===== src/hdl/qlsf_pkg.sv =====
// Shared types, constants and fixed-point helpers for the quadratic fit core.
package qlsf_pkg;

  localparam int unsigned SUM_W  = 40;
  localparam int unsigned CNT_W  = 9;
  localparam int unsigned THR_W  = 25;
  localparam int unsigned IN_W   = 24;
  localparam int unsigned OUT_W  = 208;
  localparam int unsigned USER_W = 2;

  localparam logic [63:0] POS_LIMIT = 64'h7FFF_FFFF_FFFF_FFFF;
  localparam logic [63:0] NEG_LIMIT = 64'h8000_0000_0000_0000;

  localparam logic [1:0] COL_RHS = 2'd3;
  localparam logic [1:0] ROW_END = 2'd3;

  typedef struct packed {
    logic sat;
    logic [63:0] val;
  } fx_res_t;

  typedef struct packed {
    logic       accept;
    logic       load;
    logic       pivot;
    logic       div_start;
    logic       div_write;
    logic       row_start;
    logic       mul_start;
    logic       sub_write;
    logic       emit;
    logic [1:0] i;
    logic [1:0] j;
    logic [1:0] k;
  } cmd_t;

  typedef struct packed {
    logic singular;
    logic div_done;
    logic mul_done;
    logic out_busy;
  } sts_t;

  function automatic logic [63:0] mag(input logic [63:0] v);
    return v[63] ? (64'd0 - v) : v;
  endfunction

  function automatic fx_res_t fx_pack(input logic hi_nz, input logic [63:0] m,
                                      input logic neg);
    fx_res_t r;
    logic [63:0] lim;
    logic [63:0] mm;
    lim = neg ? NEG_LIMIT : POS_LIMIT;
    mm = m;
    r.sat = 1'b0;
    if (hi_nz || (m > lim)) begin
      r.sat = 1'b1;
      mm = lim;
    end
    r.val = neg ? (64'd0 - mm) : mm;
    return r;
  endfunction

endpackage


===== src/hdl/qlsf_ctrl.sv =====
// Controller: point intake and the Gauss-Jordan sequence.
module qlsf_ctrl (
  input  logic           clk_i,
  input  logic           rst_ni,
  input  logic           in_valid_i,
  input  logic           in_last_i,
  output logic           in_ready_o,
  input  logic           out_ready_i,
  input  qlsf_pkg::sts_t sts_i,
  output qlsf_pkg::cmd_t cmd_o
);

  typedef enum logic [3:0] {
    S_RUN, S_DRAIN, S_LOAD, S_PIVOT, S_DIV_GO, S_DIV_WAIT,
    S_ROW, S_MUL_GO, S_MUL_WAIT, S_SUB, S_EMIT
  } state_e;

  state_e     state_q, state_d;
  logic [1:0] i_q, i_d, j_q, j_d, k_q, k_d;
  logic [1:0] nj;

  always_comb begin
    nj = j_q + 2'd1;
    if (nj == i_q) begin
      nj = nj + 2'd1;
    end
  end

  always_comb begin
    state_d = state_q;
    i_d     = i_q;
    j_d     = j_q;
    k_d     = k_q;
    cmd_o   = '0;
    cmd_o.i = i_q;
    cmd_o.j = j_q;
    cmd_o.k = k_q;
    in_ready_o = 1'b0;
    case (state_q)
      S_RUN: begin
        in_ready_o   = 1'b1;
        cmd_o.accept = in_valid_i;
        if (in_valid_i && in_last_i) begin
          state_d = S_DRAIN;
        end
      end
      S_DRAIN: state_d = S_LOAD;
      S_LOAD: begin
        cmd_o.load = 1'b1;
        i_d        = 2'd0;
        state_d    = S_PIVOT;
      end
      S_PIVOT: begin
        cmd_o.pivot = 1'b1;
        k_d         = 2'd0;
        state_d     = sts_i.singular ? S_EMIT : S_DIV_GO;
      end
      S_DIV_GO: begin
        cmd_o.div_start = 1'b1;
        state_d         = S_DIV_WAIT;
      end
      S_DIV_WAIT: begin
        if (sts_i.div_done) begin
          cmd_o.div_write = 1'b1;
          if (k_q == qlsf_pkg::COL_RHS) begin
            j_d     = (i_q == 2'd0) ? 2'd1 : 2'd0;
            state_d = S_ROW;
          end else begin
            k_d     = k_q + 2'd1;
            state_d = S_DIV_GO;
          end
        end
      end
      S_ROW: begin
        cmd_o.row_start = 1'b1;
        k_d             = 2'd0;
        state_d         = S_MUL_GO;
      end
      S_MUL_GO: begin
        cmd_o.mul_start = 1'b1;
        state_d         = S_MUL_WAIT;
      end
      S_MUL_WAIT: begin
        if (sts_i.mul_done) begin
          state_d = S_SUB;
        end
      end
      S_SUB: begin
        cmd_o.sub_write = 1'b1;
        if (k_q == qlsf_pkg::COL_RHS) begin
          if (nj == qlsf_pkg::ROW_END) begin
            if (i_q == 2'd2) begin
              state_d = S_EMIT;
            end else begin
              i_d     = i_q + 2'd1;
              state_d = S_PIVOT;
            end
          end else begin
            j_d     = nj;
            state_d = S_ROW;
          end
        end else begin
          k_d     = k_q + 2'd1;
          state_d = S_MUL_GO;
        end
      end
      S_EMIT: begin
        if (!sts_i.out_busy || out_ready_i) begin
          cmd_o.emit = 1'b1;
          state_d    = S_RUN;
        end
      end
      default: state_d = S_RUN;
    endcase
  end

  always_ff @(posedge clk_i or negedge rst_ni) begin
    if (!rst_ni) begin
      state_q <= S_RUN;
      i_q     <= '0;
      j_q     <= '0;
      k_q     <= '0;
    end else begin
      state_q <= state_d;
      i_q     <= i_d;
      j_q     <= j_d;
      k_q     <= k_d;
    end
  end

endmodule


===== config.mk =====
export PLATFORM = sky130hd
export DESIGN_NAME = qlsf_ctrl
export DESIGN_NICKNAME = d
export VERILOG_FILES = /design/src/hdl/qlsf_pkg.sv /design/src/hdl/qlsf_ctrl.sv
export SDC_FILE = /design/constraint.sdc
export NUM_CORES = 1
export LEC_CHECK = 0
export ABC_AREA = 0
export BUFFER_PORTS_ARGS = -buffer_cell sky130_fd_sc_hd__buf_4
export CAP_MARGIN = 10
export CORE_MARGIN = 2
export CORE_UTILIZATION = 53
export CTS_BUF_LIST = sky130_fd_sc_hd__clkbuf_4
export CTS_CLUSTER_SIZE = 30
export DETAILED_ROUTE_END_ITERATION = 16
export GPL_TIMING_DRIVEN = 0
export PLACE_DENSITY = 0.81
export SKIP_CTS_REPAIR_TIMING = 1
export SYNTH_ARGS = -nofsm -noshare
export SYNTH_HDL_FRONTEND = slang
export SYNTH_SLANG_ARGS = --single-unit

===== constraint.sdc =====
create_clock -name clk_i -period 2.1 [get_ports clk_i]
set_clock_uncertainty 0.05 [all_clocks]
set_input_delay 0.105 -clock clk_i [delete_from_list [all_inputs] [get_ports clk_i]]
set_output_delay 0.105 -clock clk_i [all_outputs]
set_load 0.02 [all_outputs]

---- Word-level counts from Yosys, hierarchy flattened ----
Cells that the tools add are included.
operators by class
  add/sub/neg operators ................... 4
  eq/ne operators ......................... 23
  muxes and demuxes ....................... 36
  reductions and logical operators ........ 13
operators with widths
  cell                 number
  $pmux 4 s11          1
  $mux 4               8
  $mux 2               11
  $ne 2x2->1 const B   9
  $eq 4x3->1 const B   4
  $mux 1               13
  $eq 4x4->1 const B   3
  $add 2x1->2 const B  4
  $eq 4x2->1 const B   2
  $pmux 2 s2           2
  $reduce_and 4->1     2
  $eq 2x2->1 const B   3
  $pmux 2 s3           1
  $reduce_and 5->1     1
  $eq 4x1->1 const B   1
  $logic_not 4->1      1
  $reduce_bool 2->1    2
  $reduce_bool 3->1    1
  $eq 2x2->1           1
  $logic_not 2->1      1
  $reduce_and 2->1     1
  $reduce_or 2->1      1
  $logic_and 1x1->1    1
  $logic_not 1->1      1
  $logic_or 1x1->1     1
storage, ports and cells
  bits in registers ....................... 10
  bits of input ports ..................... 9
  output and inout bits ................... 16
  word-level logic and storage cells ...... 80

---- Depth between registers and ports, before layout ----
  depth in word-level cells ............... 7
  mapped depth ............................ 6
  depth with buffers taken out ............ 5

---- Least setup slack after synthesis ----
No wires, ideal clock.
  path type ............................... register to output
  from .................................... register state_q[1]
  to ...................................... output port cmd_o[14] (netlist name)
  arrival time ............................ 1.821 ns
  slack ................................... 0.124 ns
  cell stages (with the launch flop) ...... 5
  path buffers ............................ 2
  cells stage by stage .................... dfrtp_1 -> buf_4 -> clkbuf_1 -> nor4_1 -> and2_1
RTL lines
  item                    RTL line          source
  start, declared         qlsf_ctrl.sv:18   state_e state_q, state_d;
  start signal, assigned  qlsf_ctrl.sv:124  state_q <= state_d;
  end, declared           qlsf_ctrl.sv:10   output qlsf_pkg::cmd_t cmd_o

==> impl_metrics.yaml <==
status:
  status: "completed"
placed_design:
  gp_congestion: 0.8616
  io_buffers: 24
  dpl.hpwl_mm: 1.622
  dpl_cell_area_um2: 1085
  place_ws_ns: 0.4653
synth:
  synth_edf_count: 0
  synth_compound_area_share_pct: 26.31
  synth_nets: 122
  async_flop_share_pct: 100.0
  syn-mean-instance-area_um2: 8.042
  synthAdderAreaFrac_pct: 5.375
  synth-simple-area-share_pct: 28.43
  yosys_warnings: 0
  yosysUniqueCellTypes: 45
  yosys.area.top_type: "dfrtp_1"
  synthMuxAreaShare_pct: 3.536
  postSynthCellCount: 110
  ys_seq_area_share_pct: 28.29
  synth_xor_area_share_pct: 1.980
  synth_top_family_by_area: "simple AND/OR/NAND/NOR gates"
  netlist.area_leader.share_pct: 28.29
  synth_ff_type: "dfrtp_1"
  yosys-top-cells-area: "dfrtp_1 (28%), nand2_1 (4.7%), a21oi_1 (4.5%), ha_1 (4.2%), nand2b_1 (3.5%)"
  ys_ff_latch: 10
  syn_area_um2: 884.6
global_routing:
  grt_pass1_vias: 797
  grt_pass1_wl_mm: 3.553
  grt_antenna_before_repair: 0
  grtUsageTotal_pct: 24.08
  grt_max_degree: 11
  overflow: 0
route:
  drtAntennaViolNets: 0
  vias: 924
  post_drt_wl_per_cell_um: 13.91
  post-route-drc-count: 0
  via_per_inst: 5.961
  drtPass1Iterations: 4
  wl_mm: 2.156
  drtIter0Drc: 33
cts:
  cts_buffer_depth: 2
  clock_sinks: 10
  cts-root-buf: "clkbuf_4"
  clkTransAtPathRegs_ns: 0.08
  htreeDepth: 1
  cts_made_buffers: 3
  cts_tree: "yes"
  insertion_delay_ns: 0.27
pwr:
  p_leak_uw: 0.0005141
  cellPowerDensity_nw_per_um2: 1418
  ir_worst_vdd_mv: 0.7457
finish:
  post-route-cell-area_um2: 1121
  syn_to_final_growth_pct: 26.73
  antennaDiodeCount: 0
  nNetsFinal: 152
  drive_gt1_share_pct: 25.90
timing:
  max_freq_mhz: 527.1
  tns_ns: 0
  max_slew.worst_pin.slew_ns: 0.4326
  period_minus_slack_ns: 1.897
  relSlewSlack_pct: 71.16
  hold_viol_final: 0
  finalSetupViolCount: 0
  fin_ws_ns: 0.2027
  drv_slew: 0
  fin_crit_sh_pct: 90.35
  grt_setup_unrepaired: "no"
floorplanning:
  rows: 14
  die_w_um: 44.86
  core_um2: 1541
  dieHeight_um: 44.86
  dieArea_um2: 2012
  ios: 25
  initial_utilization_pct: 57.39
setup_path:
  crit_required_ns: 1.95
  end_kind: "output pin"
  r2r_slack_ns: 0.44
  arrival_ns: 1.74
  worstSetupStartpointType: "flop"
  critPathKind: "reg2out"
  crit_fanout: 10
run:
  cap_violations: 0
worst_hold_path:
  hold_path_class: "in2reg"
-- cell type report --
cell class              instances  area, µm²
flip-flops and latches         10      250.2
repair buffers                 25      190.2
clock buffers                   3      22.52
multi-input cells              87      580.6
well taps                      16      20.02
fillers                       126      420.4
clock inverters                 1      3.754
plain buffers                   6      27.53
inverters                       7      26.28
-- worst max-delay path: stages, from the launching register on --
cell and delay [ns]:
dfrtp_1 0.37, buf_4 0.17, clkbuf_1 0.23, nor4_1 0.38, and2_1 0.18, buf_4 0.13
-- cell usage in the layout, fill, tap and decap left out, types with 2 or more instances in the layout --
master / count
a21oi_1: 8
a31oi_1: 2
and2_1: 2
buf_4: 25
clkbuf_1: 3
clkbuf_4: 3
dfrtp_1: 10
ha_1: 3
inv_1: 7
mux2i_1: 2
nand2_1: 11
nand2b_1: 5
nand3b_1: 2
nor2_1: 7
nor2b_1: 4
nor3_1: 5
o21ai_0: 5
o21ai_1: 3
o22ai_1: 3
-- where the power goes --
| group | internal, µW | switching (µW) |
|---|---|---|
| registers | 272 | 91.5 |
| logic | 442 | 639 |
| clock network | 68.7 | 76.8 |
-- per-layer routing --
| layer | GRT usage [%] | part of all wire [%] | vias to the layer above |
|---|---|---|---|
| li1 | - | - | 460 |
| met1 | 32.75 | 43 | 417 |
| met2 | 39.71 | 48 | 42 |
| met3 | 3.600 | 7.8 | 5 |
| met4 | 7.059 | 0.93 | 0 |
| met5 | 0 | 0 | - |
-- Yosys cell counts, types with 2 or more instances --
master    count
a21oi_1       8
o22ai_1       3
nand2b_1      5
inv_1         7
o21ai_1       3
nand2_1      11
ha_1          3
mux2i_1       2
dfrtp_1      10
nor2_1        7
nand3b_1      2
o21ai_0       5
and2_1        2
a31oi_1       2
clkbuf_1      3
nor3_1        5
nor2b_1       4
-- registers in the layout, summed over array words and instances, names as in the netlist --
signal / cells
j_q: 2
i_q: 2
state_q: 4
k_q: 2
-- metrics by stage --
step	util, %	total power, µW	cells	hold WS [ns]
after CTS	72.08	1581	154	-0.3936
after global placement	70.37	1419	150	-0.1059
after global routing	72.73	1720	155	0.01936
after floorplan	-	1125	110	-0.2406
after detailed placement	70.37	1435	150	-0.1055
final	72.73	1590	155	0.008788
-- final timing paths --
kind	startpoint	end	cells past startpoint
min in group asynchronous	rst_ni	state_q[2]	2
hold reg to reg	k_q[1]	k_q[1]	2
hold / removal	sts_i[2]	state_q[0]	2
max in group asynchronous	rst_ni	j_q[0]	2
setup / recovery	state_q[1]	cmd_o[14]	5
setup reg to reg	state_q[2]	state_q[0]	6
-- kinds of logic after synthesis --
| family | after synthesis |
|---|---|
| AND/OR/NAND/NOR | 44 |
| AO/OA/AOI/OAI | 34 |
| buffers and inverters | 13 |
| flip-flops | 10 |
| adder cells (fa/ha/maj) | 4 |
| multiplexers | 3 |
| XOR/XNOR | 2 |
(Power assumes the default switching activity.)
